## src/afs_pkg.sv

```systemverilog
// shared types, constants and helper functions of the aspect-fill scaler
package afs_pkg;

  // field and datapath widths
  localparam int DIM_W      = 13;
  localparam int COL_W      = 8;
  localparam int CRD_W      = 12;
  localparam int IDX_W      = 16;
  localparam int PIX_W      = 4 * COL_W;
  localparam int SCL_W      = 26;
  localparam int SUM_W      = SCL_W + 1;
  localparam int NUM_W      = SUM_W + DIM_W;
  localparam int Q_W        = DIM_W;
  localparam int DIV_LAT    = Q_W + 1;
  localparam int GN_W       = SCL_W + 2;
  localparam int GD_W       = DIM_W + 1;
  localparam int GC_W       = $clog2(GN_W);
  localparam int LIN_W      = 2 * DIM_W;
  localparam int BL_W       = 2 * COL_W;
  localparam int REG_IDX_W  = 3;
  localparam int CFG_DATA_W = DIM_W;

  // queue depth, kept a power of two so the pointers wrap on their own
  localparam int FIFO_DEPTH = 4;

  // defaults of the top level parameters
  localparam int DEF_SOURCE_PIXELS = 65536;
  localparam int DEF_MAX_DIM       = 4096;

  // register indexes
  typedef enum logic [REG_IDX_W-1:0] {
    REG_SRC_WIDTH  = 3'd0,
    REG_SRC_HEIGHT = 3'd1,
    REG_DST_WIDTH  = 3'd2,
    REG_DST_HEIGHT = 3'd3,
    REG_BACK_RED   = 3'd4,
    REG_BACK_GREEN = 3'd5,
    REG_BACK_BLUE  = 3'd6
  } reg_idx_t;

  // register reset values
  localparam logic [DIM_W-1:0] RST_SRC_WIDTH  = 13'd256;
  localparam logic [DIM_W-1:0] RST_SRC_HEIGHT = 13'd256;
  localparam logic [DIM_W-1:0] RST_DST_WIDTH  = 13'd640;
  localparam logic [DIM_W-1:0] RST_DST_HEIGHT = 13'd480;
  localparam logic [COL_W-1:0] RST_BACK_RED   = 8'd20;
  localparam logic [COL_W-1:0] RST_BACK_GREEN = 8'd24;
  localparam logic [COL_W-1:0] RST_BACK_BLUE  = 8'd34;
  localparam logic [COL_W-1:0] ALPHA_OPAQUE   = 8'd255;

  // request function codes
  localparam logic FUNC_LOAD   = 1'b0;
  localparam logic FUNC_RENDER = 1'b1;

  typedef struct packed {
    logic             func;
    logic [IDX_W-1:0] src_index;
    logic [COL_W-1:0] pix_red;
    logic [COL_W-1:0] pix_green;
    logic [COL_W-1:0] pix_blue;
    logic [COL_W-1:0] pix_alpha;
    logic [CRD_W-1:0] dst_x;
    logic [CRD_W-1:0] dst_y;
  } in_item_t;

  typedef struct packed {
    logic [COL_W-1:0] out_red;
    logic [COL_W-1:0] out_green;
    logic [COL_W-1:0] out_blue;
    logic             out_of_store;
  } out_item_t;

  // classified queue entry
  typedef struct packed {
    logic             is_render;
    logic [IDX_W-1:0] load_addr;
    logic [PIX_W-1:0] pixel;
    logic [CRD_W-1:0] dst_x;
    logic [CRD_W-1:0] dst_y;
  } q_item_t;

  // geometry and colour settings seen by the render path
  typedef struct packed {
    logic             valid;
    logic [DIM_W-1:0] sw;
    logic [DIM_W-1:0] sh;
    logic [SCL_W-1:0] scl_w;
    logic [SCL_W-1:0] scl_h;
    logic [SCL_W-1:0] crop_x;
    logic [SCL_W-1:0] crop_y;
    logic [COL_W-1:0] back_red;
    logic [COL_W-1:0] back_green;
    logic [COL_W-1:0] back_blue;
  } geom_t;

  // zero acts as one, anything above the limit acts as the limit
  function automatic logic [DIM_W-1:0] dim_clamp(input logic [DIM_W-1:0] v,
                                                 input int unsigned mx);
    logic [DIM_W-1:0] r;
    r = v;
    if (v == '0) r = DIM_W'(1);
    else if (32'(v) > mx) r = DIM_W'(mx);
    return r;
  endfunction

  // exact floor(v / 255) for any 16-bit v below 65280, where the quotient fits in 8 bits
  function automatic logic [COL_W-1:0] div255(input logic [BL_W-1:0] v);
    logic [BL_W:0] t;
    t = (BL_W+1)'(v) + (BL_W+1)'(v >> COL_W) + (BL_W+1)'(1);
    return t[BL_W-1:COL_W];
  endfunction

endpackage

```

## src/afs_geom.sv

```systemverilog
// configuration registers and sequential geometry unit
module afs_geom #(
  parameter int MAX_DIM = afs_pkg::DEF_MAX_DIM
) (
  input  logic                              clk,
  input  logic                              rst_n,
  input  logic                              cfg_we,
  input  logic [afs_pkg::REG_IDX_W-1:0]     cfg_index,
  input  logic [afs_pkg::CFG_DATA_W-1:0]    cfg_wdata,
  output afs_pkg::geom_t                    geom
);
  import afs_pkg::*;

  typedef enum logic [4:0] {
    G_MUL  = 5'b00001,
    G_CMP  = 5'b00010,
    G_DIV  = 5'b00100,
    G_FIN  = 5'b01000,
    G_DONE = 5'b10000
  } gstate_t;

  logic [DIM_W-1:0] src_w_r, src_h_r, dst_w_r, dst_h_r;
  logic [COL_W-1:0] back_red_r, back_green_r, back_blue_r;
  gstate_t          state_r;
  logic [DIM_W-1:0] sw_r, sh_r, dw_r, dh_r;
  logic [SCL_W-1:0] p1_r, p2_r;
  logic             wide_r;
  logic [GN_W-1:0]  num_r, quo_r;
  logic [GD_W-1:0]  den_r, rem_r;
  logic [GC_W-1:0]  cnt_r;
  logic [SCL_W-1:0] scl_w_r, scl_h_r, crop_x_r, crop_y_r;

  logic [DIM_W-1:0] csw, csh, cdw, cdh;
  logic [GD_W:0]    rem_sh;
  logic             ge;
  logic [GD_W-1:0]  rem_nxt;
  logic [GN_W-1:0]  quo_nxt;
  logic [SCL_W-1:0] q_min1, fin_w, fin_h, fin_cx, fin_cy;

  // configuration writes
  always_ff @(posedge clk) begin
    if (!rst_n) begin
      src_w_r      <= RST_SRC_WIDTH;
      src_h_r      <= RST_SRC_HEIGHT;
      dst_w_r      <= RST_DST_WIDTH;
      dst_h_r      <= RST_DST_HEIGHT;
      back_red_r   <= RST_BACK_RED;
      back_green_r <= RST_BACK_GREEN;
      back_blue_r  <= RST_BACK_BLUE;
    end else if (cfg_we) begin
      case (cfg_index)
        REG_SRC_WIDTH:  src_w_r      <= cfg_wdata;
        REG_SRC_HEIGHT: src_h_r      <= cfg_wdata;
        REG_DST_WIDTH:  dst_w_r      <= cfg_wdata;
        REG_DST_HEIGHT: dst_h_r      <= cfg_wdata;
        REG_BACK_RED:   back_red_r   <= cfg_wdata[COL_W-1:0];
        REG_BACK_GREEN: back_green_r <= cfg_wdata[COL_W-1:0];
        REG_BACK_BLUE:  back_blue_r  <= cfg_wdata[COL_W-1:0];
        default: ;
      endcase
    end
  end

  // clamped dimensions
  always_comb begin
    csw = dim_clamp(src_w_r, MAX_DIM);
    csh = dim_clamp(src_h_r, MAX_DIM);
    cdw = dim_clamp(dst_w_r, MAX_DIM);
    cdh = dim_clamp(dst_h_r, MAX_DIM);
  end

  // one restoring division step per cycle
  always_comb begin
    rem_sh  = {rem_r, num_r[GN_W-1]};
    ge      = rem_sh >= {1'b0, den_r};
    rem_nxt = ge ? GD_W'(rem_sh - {1'b0, den_r}) : rem_sh[GD_W-1:0];
    quo_nxt = {quo_r[GN_W-2:0], ge};
  end

  // final scaled size and crop offsets
  always_comb begin
    q_min1 = (quo_r[SCL_W-1:0] == '0) ? SCL_W'(1) : quo_r[SCL_W-1:0];
    fin_w  = wide_r ? SCL_W'(dw_r) : q_min1;
    fin_h  = wide_r ? q_min1 : SCL_W'(dh_r);
    fin_cx = (fin_w >= SCL_W'(dw_r)) ? ((fin_w - SCL_W'(dw_r)) >> 1) : '0;
    fin_cy = (fin_h >= SCL_W'(dh_r)) ? ((fin_h - SCL_W'(dh_r)) >> 1) : '0;
  end

  // geometry sequencer, restarted by every configuration write
  always_ff @(posedge clk) begin
    if (!rst_n) begin
      state_r  <= G_MUL;
      scl_w_r  <= '0;
      scl_h_r  <= '0;
      crop_x_r <= '0;
      crop_y_r <= '0;
    end else if (cfg_we) begin
      state_r <= G_MUL;
    end else begin
      case (state_r)
        G_MUL: begin
          sw_r    <= csw;
          sh_r    <= csh;
          dw_r    <= cdw;
          dh_r    <= cdh;
          p1_r    <= SCL_W'(cdw) * SCL_W'(csh);
          p2_r    <= SCL_W'(cdh) * SCL_W'(csw);
          state_r <= G_CMP;
        end
        G_CMP: begin
          wide_r <= p1_r >= p2_r;
          if (p1_r >= p2_r) begin
            num_r <= GN_W'({p1_r, 1'b0}) + GN_W'(sw_r);
            den_r <= {sw_r, 1'b0};
          end else begin
            num_r <= GN_W'({p2_r, 1'b0}) + GN_W'(sh_r);
            den_r <= {sh_r, 1'b0};
          end
          rem_r   <= '0;
          quo_r   <= '0;
          cnt_r   <= GC_W'(GN_W - 1);
          state_r <= G_DIV;
        end
        G_DIV: begin
          rem_r <= rem_nxt;
          quo_r <= quo_nxt;
          num_r <= {num_r[GN_W-2:0], 1'b0};
          cnt_r <= cnt_r - 1'b1;
          if (cnt_r == '0) state_r <= G_FIN;
        end
        G_FIN: begin
          scl_w_r  <= fin_w;
          scl_h_r  <= fin_h;
          crop_x_r <= fin_cx;
          crop_y_r <= fin_cy;
          state_r  <= G_DONE;
        end
        G_DONE: ;
        default: state_r <= G_MUL;
      endcase
    end
  end

  always_comb begin
    geom.valid      = (state_r == G_DONE);
    geom.sw         = sw_r;
    geom.sh         = sh_r;
    geom.scl_w      = scl_w_r;
    geom.scl_h      = scl_h_r;
    geom.crop_x     = crop_x_r;
    geom.crop_y     = crop_y_r;
    geom.back_red   = back_red_r;
    geom.back_green = back_green_r;
    geom.back_blue  = back_blue_r;
  end

endmodule

```

## config.mk

```make
export PLATFORM = sky130hd
export DESIGN_NAME = afs_geom
export DESIGN_NICKNAME = d
export VERILOG_FILES = /design/src/afs_pkg.sv /design/src/afs_geom.sv
export SDC_FILE = /design/constraint.sdc
export NUM_CORES = 2
export LEC_CHECK = 0
export BUFFER_PORTS_ARGS = -buffer_cell sky130_fd_sc_hd__buf_2
export CAP_MARGIN = 20
export CORE_UTILIZATION = 45
export CTS_CLUSTER_SIZE = 20
export DETAILED_ROUTE_END_ITERATION = 12
export GPL_TIMING_DRIVEN = 0
export PLACE_DENSITY = 0.68
export SYNTH_ARGS = -nofsm -noshare
export SYNTH_HDL_FRONTEND = slang
export SYNTH_SLANG_ARGS = --single-unit
```

## constraint.sdc

```tcl
create_clock -name clk -period 10.8 [get_ports clk]
set_input_delay 1.62 -clock clk [delete_from_list [all_inputs] [get_ports clk]]
set_output_delay 1.62 -clock clk [all_outputs]
set_load 0.05 [all_outputs]
```

Word level (Yosys, flattened, before mapping)
Index checks and enable logic that the tools add are counted.
{ "word_totals": {"regBits": 377, "in_bits": 19, "output_inout_bits": 155, "word_cells": 98} }
{ "classes": {"add_sub_neg": 6, "mul": 2, "n_lt_le_gt_ge": 8, "n_eq_ne": 12, "n_mux": 22, "n_bitwise": 3, "reduce_logical": 21} }
{ "ops": {"columns": ["operator", "count"], "rows": [
  ["13-bit two-way mux", 8],
  ["26-bit two-way mux", 3],
  ["27-bit by 13-bit adder with 28-bit output", 2],
  ["28-bit case mux with 2 select lines", 1],
  ["26-bit by 13-bit greater-or-equal comparator with 1-bit output", 2],
  ["13-bit > comparator (second input constant)", 4],
  ["13-bit logical NOT", 4],
  ["13-bit by 13-bit multiplier with 26-bit output", 2],
  ["26-bit case mux with 2 select lines", 1],
  ["26-bit by 13-bit subtractor with 26-bit output", 2],
  ["25-bit two-way mux", 2],
  ["14-bit two-way mux", 2],
  ["28-bit two-way mux", 1],
  ["14-bit case mux with 2 select lines", 1],
  ["26-bit greater-or-equal comparator", 1],
  ["26-bit logical NOT", 1],
  ["5-bit case mux with 5 select lines", 1],
  ["2-bit AND reduction", 9],
  ["15-bit by 14-bit greater-or-equal comparator with 1-bit output", 1],
  ["14-bit subtractor", 1],
  ["5-bit case mux with 2 select lines", 1],
  ["3-bit == test (second input constant)", 3],
  ["3-bit AND reduction", 3],
  ["3-bit by 2-bit == test with 1-bit output (second input constant)", 2],
  ["other kinds (14)", 16]
]} }

Longest topological paths before layout
{ "depth": {"word_depth": 5, "mapped_depth": 24, "mapped_depth_nobuf": 22} }

Least setup slack after synthesis
No wires, ideal clock.
{ "synth_path": {"kind": "input -> register", "from": "input port cfg_we", "to": "register cnt_r[0], enable pin", "setup_ps": 684, "t_arrival_ps": 9168, "required_ps": 10116, "path_slack_ps": 948, "stages": 4, "n_path_buf": 1, "cell_sequence": "clkbuf_1 > nand2b_1 > or2_1 > nor4_1"} }
{ "synth_via": {"elab_chain_cells": 2} }
{ "synth_rtl": {"columns": ["item", "line_no", "text"], "rows": [
  ["from (decl)", "afs_geom.sv:7", "input logic cfg_we,"],
  ["1-bit NOT (no source line)", null, null],
  ["3-bit AND reduction (no source line)", null, null],
  ["to (signal assigned)", "afs_geom.sv:121", "cnt_r <= GC_W'(GN_W - 1);"],
  ["to (signal assigned)", "afs_geom.sv:128", "cnt_r <= cnt_r - 1'b1;"],
  ["to (decl)", "afs_geom.sv:30", "logic [GC_W-1:0] cnt_r;"]
]} }
No other way between the ends.
A chain may end at the register's enable or synchronous reset.

Final worst setup path
{ "layout_path": {"from": "register dst_h_r[12]", "to": "register p2_r[24] (data pin)"} }
{ "layout_via": {"elab_chain_cells": 4, "word_cells_on_any_way": 5, "cone_classes": "mul: 1; order compare: 1; mux: 2; reduce/logical: 1"} }
{ "layout_rtl": {"columns": ["item", "line_no", "text"], "rows": [
  ["from (decl)", "afs_geom.sv:22", "logic [DIM_W-1:0] src_w_r, src_h_r, dst_w_r, dst_h_r;"],
  ["from (signal assigned)", "afs_geom.sv:55", "REG_DST_HEIGHT: dst_h_r <= cfg_wdata;"],
  ["13-bit > comparator", "afs_pkg.sv:102", "else if (32'(v) > mx) r = DIM_W'(mx);"],
  ["13-bit two-way mux", "afs_pkg.sv:102", null],
  ["13-bit two-way mux (*)", "afs_pkg.sv:101", "if (v == '0) r = DIM_W'(1);"],
  ["via cdh[3]", "afs_geom.sv:33", "logic [DIM_W-1:0] csw, csh, cdw, cdh;"],
  ["13-bit by 13-bit multiplier with 26-bit output (*)", "afs_geom.sv:107", "p2_r <= SCL_W'(cdh) * SCL_W'(csw);"],
  ["to (signal assigned)", "afs_geom.sv:107", null],
  ["to (decl)", "afs_geom.sv:26", "logic [SCL_W-1:0] p1_r, p2_r;"]
]} }
Mark *: on every way through the listed nets, which the timed path passes. The rest lies on a longest branch.

==> flow_summary.yaml <==
outcome:
  outcome: "complete, but fails checks"
  violations: "DRC"
floorplan:
  die-area_mm2: 0.0683
  die_w_um: 261
  ios: 174
  start_util_pct: 45.8
  placementRows: 94
  core_region_area_mm2: 0.0661
  die_h_um: 261
timing:
  hold_ws_ns: 0.452
  fin_crit_sh_pct: 66.0
  hold_violations: 0
  worstMarginPinSlew_ns: 0.899
  worst_slack_ns: 3.67
  fmax_ghz: 0.140
  setup_viol_count_final: 0
  finalCriticalPeriod_ns: 7.13
  clock-skew-final_ns: 0.0227
  finalMaxSlewViolations: 0
  rsz0062_at_grt: "false"
  relSlewSlack_pct: 40.0
power:
  ir_worst_vdd_mv: 0.0989
  total_power_mw: 3.46
  power.leakage_nw: 15.1
  cellPowerDensity_mw_per_mm2: 103
yosys:
  synth_top_area_cell: "edfxtp_1"
  synth_edf_count: 191
  ys_ff_latch: 374
  avgSynthCellArea_um2: 8.82
  synth_area_mm2: 0.0303
  synth_top_area_share_pct: 19.0
  ys_top_cells_by_count: "580 x nand2_1, 457 x inv_1, 253 x nor2_1, 247 x fa_1, 232 x ha_1"
  ys.warnings.count: 0
  synth.most_common_cell: "nand2_1"
  synth.area.top_cells: "edfxtp_1 19%, fa_1 16%, dfxtp_1 12%"
  ys_async_sr_fraction_pct: 0
  syn_inst: 3431
  synth_flop_cell: "edfxtp_1"
  ys_seq_area_share_pct: 31.1
  synth.distinct_cells: 81
global_route:
  grt_max_degree: 37
  antenna_found_initial: 3
  grt_pass1_wl_mm: 137
  grt-ovfl-total: 0
  grt.total_usage_pct: 26.0
  grt_pass1_vias: 24522
clock_network:
  numClockSinks: 374
  htreeDepth: 2
  postCtsSetupRepairBufs: 0
  insertion_delay_ns: 0.58
  clk_path_buf_depth: 3
  cts.clk_slew.worst_paths_ns: 0.07
  cts_hold_buf: 0
  post_cts_resized: 0
  cts_tree: "built"
  root_buffer: "clkbuf_16"
  cts_buffers: 42
layout:
  fin_util_pct: 51.0
  drive_gt1_share_pct: 7.64
  nets: 4158
  stdcell_count: 4557
  syn_to_final_growth_pct: 11.5
  diodes: 0
run:
  max_cap_viol_count: 0
placement:
  dp_slack_ns: 3.87
  port_buffers: 170
  dpl.cell_count: 4480
  place_hpwl_mm: 71.4
  gp_congestion: 0.975
critical_path:
  arrival_ns: 7.50
  critical_path_required_ns: 11.17
  crit_type: "register to register"
  critPathCaptureType: "register"
  worstPathMaxFanout: 10
  start_kind: "register"
route:
  drc_errors: 5
  drtIter0Drc: 2110
  viasPerCell: 5.46
  finalWirelength_mm: 88.7
  num_vias: 24861
  firstDrtPassIters: 12
  wl_per_cell_um: 19.5
  antenna_left: 0
worst_hold_path:
  min_path_type: "register to register"
## through the flow
step	setup TNS, ns	area [um2]
2_1_floorplan	0	30300
3_3_place_gp	-210.61	32200
3_5_place_dp	0	32300
4_1_cts	0	33700
5_1_grt	0	33700
6_report	0	33700
## layer usage
metal	vias up	wire length, um	GRT usage, %
li1	11751	-	-
met1	12083	39100	36.7
met2	867	40400	40.9
met3	160	6700	4.31
met4	0	2520	7.95
met5	-	0	0
## cell type report
type                    instances  area, um2
repair buffers                184        995
inverters                     484       1820
clock inverters                19        133
flip-flops and latches        374       9400
well taps                     864       1080
plain buffers                 141        537
fillers                      6203      32400
multi-input cells            2433      18500
clock buffers                  58       1260
## kinds of logic after synthesis
logic type	after synthesis	synth area share, %
other cells	1	0.0124
simple gates	1250	18.4
compound gates	566	12.6
mux	29	1.03
xor+xnor	107	3.10
fa+ha+maj	479	25.9
buf+inv	625	7.78
flops	374	31.1
## state kept, by name, indices dropped and copies added (netlist names), 14 cells and up
register  flops
scl_h_r      26
num_r        28
p1_r         26
rem_r        14
crop_y_r     25
p2_r         26
scl_w_r      26
crop_x_r     25
quo_r        26
## final timing paths
kind                from     endpoint  slack, ns  depth (start not counted)
max reg2reg  dst_h_r[12]     p2_r[24]       3.67                         20
min reg2reg  crop_y_r[3]  crop_y_r[3]       0.45                          2
max          dst_h_r[12]     p2_r[24]       3.67                         20
min          crop_y_r[3]  crop_y_r[3]       0.45                          2
## worst max-delay path, cell delays in order (launching register included)
cell and delay [ns]:
dfxtp_1 0.46, clkbuf_1 0.33, nand2b_1 0.38, clkinv_1 0.49
nand2_1 0.22, fa_1 0.46, fa_1 0.56, inv_1 0.05
fa_1 0.39, fa_1 0.51, inv_1 0.05, fa_1 0.47
inv_1 0.04, ha_1 0.40, nand3_1 0.10, nor3b_1 0.32
o41a_1 0.27, a41oi_1 0.16, a2111oi_0 0.71, a311oi_1 0.22
xnor2_1 0.32
## power breakdown
group,internal [mW],switching (mW)
clock,0.824,0.622
sequential,1.52,0.0320
combinational,0.160,0.296
total,2.51,0.950
## placed cells by master, fill, tap and decap left out, types with 12 or more instances in the layout
cell type	synthesis	final
nor2b_1	34	34
nand4_1	13	13
edfxtp_1	191	191
a21boi_1	24	24
ha_1	232	232
a22o_1	14	14
buf_2	0	171
nand3_1	97	97
a21o_1	38	38
a21boi_0	111	111
dfxtp_1	183	183
clkinv_1	25	32
fa_1	247	247
a31oi_1	14	14
nand2_1	580	580
o21a_1	27	27
nor3_1	68	68
and2_1	69	69
or3_1	12	12
mux2i_1	13	13
o21ai_0	75	75
nor2_1	253	252
mux2_2	16	16
nand2b_1	54	54
and3_1	18	18
o21ai_1	38	38
nor4_1	25	24
xor2_1	27	27
xnor2_1	80	80
clkbuf_16	0	48
o211ai_1	15	15
a211oi_1	14	14
a21oi_1	106	106
clkbuf_1	134	141
inv_1	457	457
Note: power is estimated with default switching activity, not from simulation.
