===== config.mk =====
export PLATFORM = sky130hd
export DESIGN_NAME = afs_front
export DESIGN_NICKNAME = d
export VERILOG_FILES = /design/src/afs_pkg.sv /design/src/afs_front.sv
export SDC_FILE = /design/constraint.sdc
export NUM_CORES = 1
export LEC_CHECK = 0
export BUFFER_PORTS_ARGS = -buffer_cell sky130_fd_sc_hd__buf_2
export CAP_MARGIN = 10
export CORE_MARGIN = 4
export CORE_UTILIZATION = 30
export CTS_CLUSTER_DIAMETER = 120
export CTS_CLUSTER_SIZE = 40
export DETAILED_ROUTE_END_ITERATION = 10
export PLACE_DENSITY_LB_ADDON = 0.3
export SLEW_MARGIN = 20
export SYNTH_ARGS = -nofsm -noshare
export SYNTH_HDL_FRONTEND = slang
export SYNTH_SLANG_ARGS = --single-unit

===== constraint.sdc =====
create_clock -name clk -period 2.9 [get_ports clk]
set_input_delay 0.145 -clock clk [delete_from_list [all_inputs] [get_ports clk]]
set_output_delay 0.145 -clock clk [all_outputs]
set_load 0.005 [all_outputs]

===== src/afs_pkg.sv =====
// shared types, constants and helper functions of the aspect-fill scaler
package afs_pkg;

  // field and datapath widths
  localparam int DIM_W      = 13;
  localparam int COL_W      = 8;
  localparam int CRD_W      = 12;
  localparam int IDX_W      = 16;
  localparam int PIX_W      = 4 * COL_W;
  localparam int SCL_W      = 26;
  localparam int SUM_W      = SCL_W + 1;
  localparam int NUM_W      = SUM_W + DIM_W;
  localparam int Q_W        = DIM_W;
  localparam int DIV_LAT    = Q_W + 1;
  localparam int GN_W       = SCL_W + 2;
  localparam int GD_W       = DIM_W + 1;
  localparam int GC_W       = $clog2(GN_W);
  localparam int LIN_W      = 2 * DIM_W;
  localparam int BL_W       = 2 * COL_W;
  localparam int REG_IDX_W  = 3;
  localparam int CFG_DATA_W = DIM_W;

  // queue depth, kept a power of two so the pointers wrap on their own
  localparam int FIFO_DEPTH = 4;

  // defaults of the top level parameters
  localparam int DEF_SOURCE_PIXELS = 65536;
  localparam int DEF_MAX_DIM       = 4096;

  // register indexes
  typedef enum logic [REG_IDX_W-1:0] {
    REG_SRC_WIDTH  = 3'd0,
    REG_SRC_HEIGHT = 3'd1,
    REG_DST_WIDTH  = 3'd2,
    REG_DST_HEIGHT = 3'd3,
    REG_BACK_RED   = 3'd4,
    REG_BACK_GREEN = 3'd5,
    REG_BACK_BLUE  = 3'd6
  } reg_idx_t;

  // register reset values
  localparam logic [DIM_W-1:0] RST_SRC_WIDTH  = 13'd256;
  localparam logic [DIM_W-1:0] RST_SRC_HEIGHT = 13'd256;
  localparam logic [DIM_W-1:0] RST_DST_WIDTH  = 13'd640;
  localparam logic [DIM_W-1:0] RST_DST_HEIGHT = 13'd480;
  localparam logic [COL_W-1:0] RST_BACK_RED   = 8'd20;
  localparam logic [COL_W-1:0] RST_BACK_GREEN = 8'd24;
  localparam logic [COL_W-1:0] RST_BACK_BLUE  = 8'd34;
  localparam logic [COL_W-1:0] ALPHA_OPAQUE   = 8'd255;

  // request function codes
  localparam logic FUNC_LOAD   = 1'b0;
  localparam logic FUNC_RENDER = 1'b1;

  typedef struct packed {
    logic             func;
    logic [IDX_W-1:0] src_index;
    logic [COL_W-1:0] pix_red;
    logic [COL_W-1:0] pix_green;
    logic [COL_W-1:0] pix_blue;
    logic [COL_W-1:0] pix_alpha;
    logic [CRD_W-1:0] dst_x;
    logic [CRD_W-1:0] dst_y;
  } in_item_t;

  typedef struct packed {
    logic [COL_W-1:0] out_red;
    logic [COL_W-1:0] out_green;
    logic [COL_W-1:0] out_blue;
    logic             out_of_store;
  } out_item_t;

  // classified queue entry
  typedef struct packed {
    logic             is_render;
    logic [IDX_W-1:0] load_addr;
    logic [PIX_W-1:0] pixel;
    logic [CRD_W-1:0] dst_x;
    logic [CRD_W-1:0] dst_y;
  } q_item_t;

  // geometry and colour settings seen by the render path
  typedef struct packed {
    logic             valid;
    logic [DIM_W-1:0] sw;
    logic [DIM_W-1:0] sh;
    logic [SCL_W-1:0] scl_w;
    logic [SCL_W-1:0] scl_h;
    logic [SCL_W-1:0] crop_x;
    logic [SCL_W-1:0] crop_y;
    logic [COL_W-1:0] back_red;
    logic [COL_W-1:0] back_green;
    logic [COL_W-1:0] back_blue;
  } geom_t;

  // zero acts as one, anything above the limit acts as the limit
  function automatic logic [DIM_W-1:0] dim_clamp(input logic [DIM_W-1:0] v,
                                                 input int unsigned mx);
    logic [DIM_W-1:0] r;
    r = v;
    if (v == '0) r = DIM_W'(1);
    else if (32'(v) > mx) r = DIM_W'(mx);
    return r;
  endfunction

  // exact floor(v / 255) for any 16-bit v below 65280, where the quotient fits in 8 bits
  function automatic logic [COL_W-1:0] div255(input logic [BL_W-1:0] v);
    logic [BL_W:0] t;
    t = (BL_W+1)'(v) + (BL_W+1)'(v >> COL_W) + (BL_W+1)'(1);
    return t[BL_W-1:COL_W];
  endfunction

endpackage


===== src/afs_front.sv =====
// request intake: classifies requests and queues them for the render path
module afs_front (
  input  logic              clk,
  input  logic              rst_n,
  input  logic              geom_ok,
  input  logic              in_valid,
  input  afs_pkg::in_item_t in_data,
  output logic              in_ready,
  input  logic              pop,
  output logic              head_valid,
  output afs_pkg::q_item_t  head
);
  import afs_pkg::*;

  localparam int PTR_W = $clog2(FIFO_DEPTH);
  localparam int CNT_W = $clog2(FIFO_DEPTH + 1);

  q_item_t          mem_r [FIFO_DEPTH];
  logic [PTR_W-1:0] wr_ptr_r, rd_ptr_r;
  logic [CNT_W-1:0] cnt_r;
  logic             push, do_pop;
  q_item_t          entry;

  // classify the incoming request
  always_comb begin
    entry.is_render = (in_data.func == FUNC_RENDER);
    entry.load_addr = in_data.src_index;
    entry.pixel     = {in_data.pix_alpha, in_data.pix_blue, in_data.pix_green,
                       in_data.pix_red};
    entry.dst_x     = in_data.dst_x;
    entry.dst_y     = in_data.dst_y;
  end

  // handshake and queue head
  always_comb begin
    in_ready   = geom_ok && (cnt_r != CNT_W'(FIFO_DEPTH));
    push       = in_valid && in_ready;
    head_valid = (cnt_r != '0);
    do_pop     = pop && head_valid;
    head       = mem_r[rd_ptr_r];
  end

  // queue storage
  always_ff @(posedge clk) begin
    if (push) mem_r[wr_ptr_r] <= entry;
  end

  // queue pointers and fill count
  always_ff @(posedge clk) begin
    if (!rst_n) begin
      wr_ptr_r <= '0;
      rd_ptr_r <= '0;
      cnt_r    <= '0;
    end else begin
      if (push) wr_ptr_r <= wr_ptr_r + 1'b1;
      if (do_pop) rd_ptr_r <= rd_ptr_r + 1'b1;
      if (push && !do_pop) cnt_r <= cnt_r + 1'b1;
      else if (!push && do_pop) cnt_r <= cnt_r - 1'b1;
    end
  end

endmodule


# Yosys cells after proc, flatten, opt, wreduce, memory -nomap -nowiden
# Memory sizes are Yosys's and may differ from the RTL's. A register that Yosys moved wholly into a read port is not among the register bits.
# Index checks and enable logic that the tools add are counted.
# totals
mem_bits_rw	292
inputBits	78
latchBits	0
romBits	0
memories	1
ff_bits	7
elab_cells	24
# mem_list
memory	words	width	rd	rd_ports_with_merged_regs	wr	line	text
mem_r	4	73	1	1	1	afs_front.sv:18	q_item_t mem_r [FIFO_DEPTH];
# classes
shift	0
n_mul	0
n_bitwise	0
n_eq_ne	1
n_lt_le_gt_ge	0
muxes	6
div	0
reduce_logical	9
addsub	4
# op_table
operator	count
two-way mux 3 bit	2
logical AND 1 bit	5
adder 2 x 1 -> 2 bit, second input constant	2
two-way mux 2 bit	2
adder 3 x 1 -> 3 bit, second input constant	1
!= test 3 bit, second input constant	1
nonzero test 3 bit	1
subtractor 3 x 1 -> 3 bit, second input constant	1
logical NOT 1 bit	2
two-way mux 1 bit	2
nonzero test 2 bit	1

# Logic depth before layout (Yosys ltp)
# Gate-level depths: netlist (run 1).
# depth
word_depth	7
ltp_mapped	8
ltp_nobuf	8

# Worst setup path before layout (run 1)
# OpenSTA, ideal clock, no wires.
# synth_path
path_type	flip-flop to flip-flop
start	register cnt_r[0]
end	memory mem_r[2][0] in the netlist's numbering (enable)
stages_incl_launch_ff	4
period_less_slack_ps	2987
setup_time_ps	439
arrival_ps	2548
n_path_buf	0
setup_slack_ps	-87
cell_sequence	dfxtp_1 -> nor2_1 -> a21oi_2 -> and2_1
# synth_between
elab_chain_cells	5
# synth_lines
element	line	text
start: declaration	afs_front.sv:20	logic [CNT_W-1:0] cnt_r;
start signal: assignment	afs_front.sv:57	if (push && !do_pop) cnt_r <= cnt_r + 1'b1;
start signal: assignment	afs_front.sv:58	else if (!push && do_pop) cnt_r <= cnt_r - 1'b1;
!= test 3 bit	afs_front.sv:36	in_ready = geom_ok && (cnt_r != CNT_W'(FIFO_DEPTH));
logical AND 1 bit	afs_front.sv:36	
logical AND 1 bit	afs_front.sv:37	push = in_valid && in_ready;
net push	afs_front.sv:21	logic push, do_pop;
two-way mux 1 bit	afs_front.sv:45	if (push) mem_r[wr_ptr_r] <= entry;
two-way mux 1 bit (not written as such)	afs_front.sv:45	
end: declaration	afs_front.sv:18	
# The timed path passes the listed nets, and every way through them passes these cells.

==> flow_metrics.env, run 1 <==
export IMPL_fmaxAchievable_ghz=0.410
export IMPL_cap_viol_max_count=0
export IMPL_post_synth_inst_count=430
export IMPL_worst_hold_startpoint="in_valid"
export IMPL_post_route_cells_drive_above_1_share_pct=39.0
export IMPL_grtUsageMet1_pct=13.2
export IMPL_grt_total_usage_pct=10.8
export IMPL_global_route_usage_met3_pct=2.10
export IMPL_run_status="finished clean"
export IMPL_synth_warnings=0
export IMPL_holdPathStages=4
export IMPL_crit_path_end_kind="output pin"
export IMPL_r2r_setup_slack_ns=0.52
export IMPL_die_w_microns=200
export IMPL_grt_met2_usage_pct=19.9
export IMPL_per_instance_average_area_after_synthesis_sq_um=25.8
export IMPL_timing_final_ws_setup_ns=0.463
export IMPL_register_share_of_total_power_pct=54.8
export IMPL_cts_tree="yes"
export IMPL_fp_dieArea_sq_um=40100
export IMPL_crit_path_cell_trace="buf_12, mux4_2, buf_2"
export IMPL_worst_path_max_fanout=28
export IMPL_initial_core_util_pct=30.4
export IMPL_finClkSkew_ns=0.0414
export IMPL_clk_latency_ns=0.50
export IMPL_detailedRoute_firstPassIterationCount=4
export IMPL_die_y_microns=200
export IMPL_final_max_slew_violation_count=0
export IMPL_synth_cell_types=25
export IMPL_cts_htree_levels=1
export IMPL_report_final_setup_viol=0
export IMPL_cts_root_buffer="sky130_fd_sc_hd__clkbuf_16"
export IMPL_finalCriticalPeriod_ns=2.44
export IMPL_power_switching_share_pct=25.3
export IMPL_antenna_found_initial=1
export IMPL_number_of_drc_markers_after_the_initial_detailed_route_iteration=316
export IMPL_drc_viols=0
export IMPL_p_leak_nw=4.43
export IMPL_synth_seq_cells=301
export IMPL_layout_nets=749
export IMPL_clock_sinks=301
export IMPL_fin_tns_setup_ns=0
export IMPL_clock_tree_buffer_depth=3
export IMPL_crit_slowest_cell="sky130_fd_sc_hd__dfxtp_4"
export IMPL_min_delay_path_class="input port to flip-flop"
export IMPL_utilization_pct=37.2
export IMPL_crit_required_ns=2.76
export IMPL_synth_yosys_seq_area_share_pct=80.7
export IMPL_layout_area_overhead_vs_synth_pct=22.4
export IMPL_power_mw=9.52
export IMPL_p_per_area_nw_per_um2=702
export IMPL_largest_net_degree_at_the_start_of_global_routing=42
export IMPL_area_inside_the_core_boundary_sq_um=36500
export IMPL_global_route_wire_length_before_repair_mm=34.3
export IMPL_critical_path_max_stage_delay_ns=0.74
export IMPL_post_drt_via_cell_ratio=4.50
export IMPL_finalHoldViolCount=0
export IMPL_timing_worst_slew_pin_value_ns=0.590
export IMPL_postRouteAntennaNets=0
export IMPL_cts_repair_resize_count=0
export IMPL_netSwitchingPower_mw=2.41
export IMPL_portion_of_the_clock_cycle_consumed_by_the_worst_path_in_the_final_layout_pct=84.0
export IMPL_proportion_of_power_drawn_by_combinational_gates_pct=22.4
export IMPL_worst_endpoint_arrival_ns=2.29
export IMPL_timing_reg2reg_worst_path_depth=8
export IMPL_rsz0062_at_grt="false"
export IMPL_place_port_buffers=152
export IMPL_vdd_ir_drop_worst_uv=583
export IMPL_final_replace_weighted_congestion=0.677
export IMPL_grt_busiest_layer="met2"
export IMPL_hold_worst_slack_ns=0.0585
export IMPL_power_share_clock_pct=22.8
export IMPL_timing_setup_critical_path_class="flip-flop to output pin"
export IMPL_cts_bufs_inserted=12
export IMPL_min_to="wr_ptr_r[1]"
export IMPL_worstReg2RegStart="cnt_r[0]"
export IMPL_detail_route_wirelength_mm=22.2
export IMPL_mappedNetlistNets=514
export IMPL_intPower_mw=7.11
export IMPL_clk_transition_reported_paths_ns=0.13
export IMPL_setup_worst_path_start_class="flip-flop"
export IMPL_grt_pass1_vias=5802
export IMPL_slew_limit_headroom_pct=60.7
export IMPL_r2r_end="cnt_r[2]"
export IMPL_mappedNetlistArea_sq_um=11100
export IMPL_dp_worst_setup_slack_ns=0.543
export IMPL_detailedPlacementHpwl_mm=13.7
export IMPL_vias=5112
export IMPL_drt_wirelength_per_cell_microns=19.5
export IMPL_fillers=3302
export IMPL_globalRoute_totalOverflow=0
export IMPL_antenna_cells_inserted=0
export IMPL_io_pins=153
export IMPL_std_cell_rows=70
## stage by stage
stage	cell area, sq um	instances
after global routing	13600	1137
after CTS	13600	1137
final	13600	1137
after floorplan	11100	430
after global placement	12400	1045
after detailed placement	12400	1045
## worst max path at each step
| stage | to | slack [ns] | cells after the start |
|---|---|---|---|
| global placement | cnt_r[2] | 0.66 | 8 |
| detailed placement | cnt_r[2] | 0.54 | 8 |
| global route | head[40] | 0.26 | 3 |
| CTS | head[26] | 0.35 | 3 |
| finish | head[40] | 0.46 | 3 |
| floorplan | mem_r[0][0] | 0.71 | 3 |
## registers in the layout, indices dropped and copies added, names as in the netlist, named ones only
signal,count
rd_ptr_r,2
cnt_r,3
mem_r,292
wr_ptr_r,2
## worst max-delay path, delay by kind of cell, from the launching register on
kind / cells / cell delay [ns]
buffers and inverters: 2 / 0.47
flip-flops: 1 / 0.74
multiplexers: 1 / 0.56
## area by class of cell
type                    instances  area, sq um  share of cell area [%]
clock buffers                  14          329                    2.42
repair buffers                238         1680                    12.4
clock inverters                 4         63.8                   0.470
well taps                     468          586                    4.31
flip-flops and latches        301         8960                    66.0
multi-input cells             109         1950                    14.3
inverters                       3         11.3                  0.0830
## power by group through the flow
stage / combinational (mW) / clock [mW] / sequential, mW
2_1_floorplan: 1.56 / 0 / 5.15
3_3_place_gp: 2.10 / 0 / 5.31
3_5_place_dp: 2.12 / 0 / 5.34
4_1_cts: 2.21 / 2.28 / 5.24
5_1_grt: 2.33 / 2.42 / 5.27
6_report: 2.13 / 2.17 / 5.22
## cell families after synthesis
family / Yosys count / synth area share, %
DFF: 301 / 80.7
muxes: 76 / 15.1
buffers and inverters: 20 / 1.86
and+or+nand+nor: 17 / 0.823
AOI/OAI and AO/OA: 6 / 0.451
adders and majority gates: 6 / 0.745
xor gates and xnor gates: 4 / 0.316
## metal layers
metal / share of wire, % / wire [microns]
met1: 41 / 9070
met2: 53 / 11800
met3: 3.5 / 785
met4: 2.2 / 490
met5: 0.032 / 7
## synthesized netlist by cell type
| cell | n | area share [%] |
|---|---|---|
| sky130_fd_sc_hd__fa_1 | 1 | 0.18 |
| sky130_fd_sc_hd__dfxtp_1 | 9 | 1.6 |
| sky130_fd_sc_hd__a21boi_0 | 2 | 0.14 |
| sky130_fd_sc_hd__xnor2_1 | 3 | 0.24 |
| sky130_fd_sc_hd__mux2i_1 | 3 | 0.27 |
| sky130_fd_sc_hd__ha_1 | 5 | 0.56 |
| sky130_fd_sc_hd__and2_1 | 8 | 0.45 |
| sky130_fd_sc_hd__xor2_1 | 1 | 0.079 |
| sky130_fd_sc_hd__clkbuf_1 | 1 | 0.034 |
| sky130_fd_sc_hd__clkbuf_2 | 1 | 0.045 |
| sky130_fd_sc_hd__inv_1 | 3 | 0.10 |
| sky130_fd_sc_hd__edfxtp_1 | 292 | 79 |
| sky130_fd_sc_hd__nor2_1 | 1 | 0.034 |
| sky130_fd_sc_hd__o311ai_1 | 1 | 0.079 |
| sky130_fd_sc_hd__mux4_1 | 1 | 0.24 |
| sky130_fd_sc_hd__mux4_2 | 72 | 15 |
| sky130_fd_sc_hd__or3_1 | 2 | 0.11 |
| sky130_fd_sc_hd__o21ai_0 | 1 | 0.045 |
| sky130_fd_sc_hd__a21oi_2 | 1 | 0.079 |
| sky130_fd_sc_hd__buf_2 | 7 | 0.32 |
| sky130_fd_sc_hd__buf_6 | 1 | 0.10 |
| sky130_fd_sc_hd__nor2b_1 | 1 | 0.056 |
| sky130_fd_sc_hd__nand2_1 | 5 | 0.17 |
| sky130_fd_sc_hd__o31ai_2 | 1 | 0.11 |
| sky130_fd_sc_hd__buf_12 | 7 | 1.3 |
## what timing repair did
item	4_1_cts	5_1_grt
setup buffers	0	0
hold buffers	74	0
hold endpoints to repair	301	0
## placed cells by master (no fill, tap or decap), drive strengths merged, types with 2 or more instances in the layout
cell type,Yosys,routed
edfxtp,292,292
buf,15,164
dlygate4sd3,0,74
mux4,73,73
clkbuf,2,14
dfxtp,9,9
and2,8,8
nand2,5,5
ha,5,5
inv,3,5
xnor2,3,3
mux2i,3,3
a21boi,2,2
or3,2,2
clkinv,0,2
Power figures use the tool's default switching activity.
==> inputs of run 2 (changes only) <==
Settings changed: ABC_AREA set to 1.
Clock period 2.9 ns to 2.1 ns, I/O delays scaled along.
==> flow_metrics.env, run 2 <==
export IMPL_run_status="finished clean"
export IMPL_finClkSkew_ns=0.0147
export IMPL_detail_route_wirelength_mm=25.1
export IMPL_number_of_drc_markers_after_the_initial_detailed_route_iteration=344
export IMPL_place_port_buffers=152
export IMPL_cts_root_buffer="sky130_fd_sc_hd__clkbuf_16"
export IMPL_dpl_cell_count=1406
export IMPL_drt_wirelength_per_cell_microns=16.7
export IMPL_p_leak_nw=4.72
export IMPL_ys_top_cells_by_area="sky130_fd_sc_hd__edfxtp_1 77%, sky130_fd_sc_hd__nor2_1 5.2%, sky130_fd_sc_hd__o22ai_1 4.0%"
export IMPL_vias=6810
export IMPL_synth_edf_count=292
export IMPL_layout_nets=1077
export IMPL_clock_tree_buffer_depth=3
export IMPL_detailedRoute_firstPassIterationCount=4
export IMPL_synth_yosys_seq_area_share_pct=78.9
export IMPL_ys_async_sr_fraction_pct=0
export IMPL_min_delay_path_class="input port to flip-flop"
export IMPL_final_common_cell="sky130_fd_sc_hd__edfxtp_1"
export IMPL_cts_repair_timing_setup_buffer_count=0
export IMPL_post_route_cells_drive_above_1_share_pct=19.9
export IMPL_p_per_area_nw_per_um2=958
export IMPL_area_inside_the_core_boundary_sq_um=37000
export IMPL_global_route_wire_length_before_repair_mm=38.5
export IMPL_grt_total_usage_pct=11.7
export IMPL_portion_of_the_clock_cycle_consumed_by_the_worst_path_in_the_final_layout_pct=94.8
export IMPL_clock_sinks=301
export IMPL_die_y_microns=202
export IMPL_fp_dieArea_sq_um=41000
export IMPL_post_drt_via_cell_ratio=4.54
export IMPL_largest_net_degree_at_the_start_of_global_routing=93
export IMPL_synth_cell_types=22
export IMPL_vdd_ir_drop_worst_uv=710
export IMPL_crit_required_ns=2.00
export IMPL_post_layout_instance_count_excluding_filler_cells=1501
export IMPL_final_max_slew_violation_count=0
export IMPL_initial_core_util_pct=30.7
export IMPL_crit_path_end_kind="output pin"
export IMPL_regArea_sq_um=8960
export IMPL_top_register="mem_r"
export IMPL_setup_worst_path_start_class="flip-flop"
export IMPL_finalHoldViolCount=0
export IMPL_largest_reg_flops=292
export IMPL_std_cell_rows=70
export IMPL_mappedNetlistNets=862
export IMPL_grt_busiest_layer="met2"
export IMPL_io_pins=153
export IMPL_synth_seq_cells=301
export IMPL_fillers=3582
export IMPL_rsz0062_at_grt="false"
export IMPL_layout_area_overhead_vs_synth_pct=21.9
export IMPL_globalRoute_totalOverflow=0
export IMPL_cts_tree="yes"
export IMPL_mappedNetlistArea_sq_um=11300
export IMPL_finalCriticalPeriod_ns=1.99
export IMPL_largest_registers="mem_r: 292 flops, cnt_r: 3 flops"
export IMPL_worst_endpoint_arrival_ns=1.88
export IMPL_post_synth_top_area_cell="sky130_fd_sc_hd__edfxtp_1"
export IMPL_postRouteAntennaNets=0
export IMPL_global_route_usage_met3_pct=2.25
export IMPL_report_final_setup_viol=0
export IMPL_worst_hold_startpoint="in_data[61]"
export IMPL_combined_area_of_the_multi_input_logic_cells_sq_um=2040
export IMPL_timing_setup_critical_path_class="flip-flop to output pin"
export IMPL_drc_viols=0
export IMPL_netlist_area_leader_share_pct=77.4
export IMPL_worst_path_max_fanout=52
export IMPL_synth_cells_most_frequent="292 x sky130_fd_sc_hd__edfxtp_1, 158 x sky130_fd_sc_hd__nor2_1, 80 x sky130_fd_sc_hd__o21ai_0, 73 x sky130_fd_sc_hd__o22ai_1, 67 x sky130_fd_sc_hd__o21ai_1"
export IMPL_clk_latency_ns=0.49
export IMPL_worstReg2RegStart="cnt_r[1]"
export IMPL_utilization_pct=37.4
export IMPL_final_replace_weighted_congestion=0.734
export IMPL_grt_pass1_vias=6775
export IMPL_per_instance_average_area_after_synthesis_sq_um=14.6
export IMPL_yosysMostFrequentCell="sky130_fd_sc_hd__edfxtp_1"
export IMPL_slew_limit_headroom_pct=69.7
export IMPL_grt_met2_usage_pct=19.7
export IMPL_layout_common_cells="292 x sky130_fd_sc_hd__edfxtp_1, 153 x sky130_fd_sc_hd__nor2_1, 152 x sky130_fd_sc_hd__buf_2"
export IMPL_antenna_found_initial=1
export IMPL_post_synth_inst_count=778
export IMPL_flip_flop_cell_with_the_highest_count_after_synthesis="sky130_fd_sc_hd__edfxtp_1"
export IMPL_cts_htree_levels=1
export IMPL_die_w_microns=202
export IMPL_cts_bufs_inserted=11
export IMPL_cap_viol_max_count=0
export IMPL_hold_worst_slack_ns=0.352
export IMPL_grtUsageMet1_pct=16.2
export IMPL_fmaxAchievable_ghz=0.503
export IMPL_detailedPlacementHpwl_mm=14.0
export IMPL_synth_warnings=0
export IMPL_timing_worst_slew_pin_value_ns=0.455
export IMPL_clk_transition_reported_paths_ns=0.14
run 2: kinds of logic after synthesis:
logic type	count (synthesis)	synth area share, %
AO/OA/AOI/OAI	224	10.7
XOR/XNOR	1	0.0773
adder cells (fa/ha/maj)	6	0.728
buffers and inverters	66	3.49
flip-flops	301	78.9
AND/OR/NAND/NOR	180	6.05
run 2: area by class of cell:
cell class | instances | share of cell area [%]
sequential | 301 | 64.8
multi-input combinational | 411 | 14.8
timing repair buffer | 249 | 13.1
tap | 504 | 4.56
clock buffer | 12 | 2.02
inverter | 19 | 0.534
clock inverter | 4 | 0.190
antenna | 1 | 0.0181
run 2: stage by stage:
step	power, mW	setup slack [ns]	setup TNS, ns	cell area (sq um)
6_report	13.2	0.110	0	13800
3_3_place_gp	10.6	0.304	0	12700
3_5_place_dp	10.7	0.308	0	12700
5_1_grt	14.1	0.000840	0	13800
2_1_floorplan	9.30	-0.0910	-21.66	11400
4_1_cts	13.5	0.0750	0	13800
run 2: repair_timing:
action,CTS,global route
gates resized for setup,3,1
cloned,0,0
setup endpoints to repair,28,1
hold buffers,78,0
hold endpoints to repair,301,0
run 2: power breakdown:
group	switching [mW]	internal (mW)	leakage [nW]
registers	0.123	6.94	2.73
logic	2.17	1.35	1.84
clock network	1.66	0.992	0.151
total	3.95	9.29	4.72
run 2: path summary, 6_finish.rpt:
check	end	slack (ns)	depth (start not counted)
worst max-delay path	head[20]	0.11	4
worst min-delay path	mem_r[0][61]	0.35	2
worst max register to register	cnt_r[2]	0.29	12
worst min register to register	flip-flop	0.51	2
run 2: worst max-delay path, stage by stage (launching register included):
cell and delay [ns]:
sky130_fd_sc_hd__dfxtp_4 0.42, sky130_fd_sc_hd__buf_6 0.34, sky130_fd_sc_hd__o21ai_0 0.15, sky130_fd_sc_hd__o22ai_1 0.25
sky130_fd_sc_hd__buf_2 0.17
run 2: per-layer routing:
layer	vias to the layer above	part of all wire (%)
met4	0	1.1
met1	3341	46
met3	16	5.3
met2	131	48
met5	-	0
li1	3322	-
==> inputs of run 3 (changes only) <==
Settings changed: BUFFER_PORTS_ARGS -buffer_cell sky130_fd_sc_hd__buf_2 to -buffer_cell sky130_fd_sc_hd__buf_4, CTS_CLUSTER_SIZE 40 to not set.
==> flow_metrics.env, run 3 (synthesized netlist as in run 2, its figures left out) <==
export IMPL_run_status="finished clean"
export IMPL_die_y_microns=202
export IMPL_place_port_buffers=152
export IMPL_regArea_sq_um=8960
export IMPL_cts_tree="yes"
export IMPL_finalCriticalPeriod_ns=1.98
export IMPL_cap_viol_max_count=0
export IMPL_clock_sinks=301
export IMPL_crit_buf_inv=3
export IMPL_report_final_setup_viol=0
export IMPL_fmaxAchievable_ghz=0.506
export IMPL_layout_nets=1098
export IMPL_final_common_cell="sky130_fd_sc_hd__edfxtp_1"
export IMPL_portion_of_the_clock_cycle_consumed_by_the_worst_path_in_the_final_layout_pct=94.1
export IMPL_power_mw=16.4
export IMPL_std_cell_rows=70
export IMPL_timing_setup_critical_path_class="flip-flop to output pin"
export IMPL_area_inside_the_core_boundary_sq_um=37000
export IMPL_final_replace_weighted_congestion=0.706
export IMPL_antenna_found_initial=2
export IMPL_cts_root_buffer="sky130_fd_sc_hd__clkbuf_16"
export IMPL_worstReg2RegStart="cnt_r[1]"
export IMPL_timing_worst_slew_pin_value_ns=0.473
export IMPL_drc_viols=0
export IMPL_slew_limit_headroom_pct=68.5
export IMPL_place_area_sq_um=13100
export IMPL_finalHoldViolCount=0
export IMPL_crit_required_ns=2.00
export IMPL_crit_path_end_kind="output pin"
export IMPL_cts_repair_timing_setup_buffer_count=0
export IMPL_detail_route_wirelength_mm=25.7
export IMPL_final_max_slew_violation_count=0
export IMPL_p_leak_nw=5.20
export IMPL_postRouteAntennaNets=0
export IMPL_fp_dieArea_sq_um=41000
export IMPL_globalRoute_totalOverflow=0
export IMPL_drt_wirelength_per_cell_microns=16.7
export IMPL_timing_critical_path_max_delay_family="buffers and inverters"
export IMPL_critical_path_max_stage_delay_ns=0.37
export IMPL_initial_core_util_pct=30.7
export IMPL_layout_area_overhead_vs_synth_pct=31.7
export IMPL_grt_pass1_vias=7169
export IMPL_cts_bufs_inserted=31
export IMPL_post_route_cells_drive_above_1_share_pct=21.8
export IMPL_layout_common_cells="292 x sky130_fd_sc_hd__edfxtp_1, 159 x sky130_fd_sc_hd__buf_4, 153 x sky130_fd_sc_hd__nor2_1"
export IMPL_io_pins=153
export IMPL_min_delay_path_class="input port to flip-flop"
export IMPL_global_route_wire_length_before_repair_mm=40.6
export IMPL_rsz0062_at_grt="false"
export IMPL_p_per_area_nw_per_um2=1100
export IMPL_clk_latency_ns=0.56
export IMPL_largest_net_degree_at_the_start_of_global_routing=85
export IMPL_worst_path_max_fanout=84
export IMPL_clock_tree_buffer_depth=3
export IMPL_clk_transition_reported_paths_ns=0.06
export IMPL_dp_worst_setup_slack_ns=0.287
export IMPL_final_cell_area_sq_um=14900
export IMPL_setup_worst_path_start_class="flip-flop"
export IMPL_worst_endpoint_arrival_ns=1.87
export IMPL_top_register="mem_r"
export IMPL_grt_total_usage_pct=12.4
export IMPL_largest_registers="mem_r: 292 flops, cnt_r: 3 flops"
export IMPL_crit_path_cell_trace="inv_4, buf_16, nor2_1, o22ai_2, buf_4"
export IMPL_timing_final_ws_setup_ns=0.124
export IMPL_combined_area_of_the_multi_input_logic_cells_sq_um=2050
export IMPL_cts_htree_levels=1
export IMPL_crit_slowest_cell="sky130_fd_sc_hd__dfxtp_4"
export IMPL_detailedRoute_firstPassIterationCount=4
export IMPL_worst_hold_startpoint="in_data[25]"
export IMPL_vdd_ir_drop_worst_uv=647
export IMPL_number_of_drc_markers_after_the_initial_detailed_route_iteration=337
export IMPL_fillers=3457
export IMPL_largest_reg_flops=292
export IMPL_vias=6963
export IMPL_finClkSkew_ns=0.00976
export IMPL_detailedPlacementHpwl_mm=14.3
export IMPL_die_w_microns=202
export IMPL_post_drt_via_cell_ratio=4.51
-- run 3: power breakdown --
| part | internal [mW] | switching (mW) |
|---|---|---|
| clock | 3.17 | 2.18 |
| sequential | 6.95 | 0.118 |
| combinational | 1.75 | 2.20 |
| total | 11.9 | 4.50 |
-- run 3: worst paths after layout --
kind / endpoint / slack [ns] / cells past startpoint
worst max-delay path: head[25] / 0.12 / 5
worst max register to register: cnt_r[2] / 0.26 / 12
worst min-delay path: mem_r[1][49] / 0.29 / 2
worst min register to register: rd_ptr_r[0] / 0.51 / 2
-- run 3: repair_timing --
| action | in CTS | in global routing |
|---|---|---|
| setup endpoints to repair | 0 | 6 |
| resized for setup | 0 | 4 |
| endpoints found under the hold margin | 301 | 0 |
| hold buffers | 78 | 0 |
-- run 3: routing by layer --
metal	vias up	GRT usage, %	wire, microns	part of all wire, %
met4	2	2.93	559	2.2
met1	3354	15.9	11400	44
li1	3397	-	-	-
met5	-	0	13	0.051
met2	164	21.0	12200	47
met3	46	3.39	1570	6.1
-- run 3: area by class of cell --
type	count	area share (%)
multi-input combinational	411	13.7
timing repair buffer	250	14.9
sequential	301	60.0
tap	504	4.22
clock buffer	35	5.30
clock inverter	23	1.37
antenna	1	0.0168
inverter	19	0.494
-- run 3: metrics by stage --
step / setup TNS (ns) / util (%) / hold WS (ns) / std cells
floorplan: -21.66 / - / 0.204 / 778
global placement: 0 / 35.5 / 0.309 / 1407
detailed placement: 0 / 35.5 / 0.307 / 1407
CTS: 0 / 40.3 / 0.247 / 1543
global route: 0 / 40.4 / 0.260 / 1544
finish: 0 / 40.4 / 0.288 / 1544
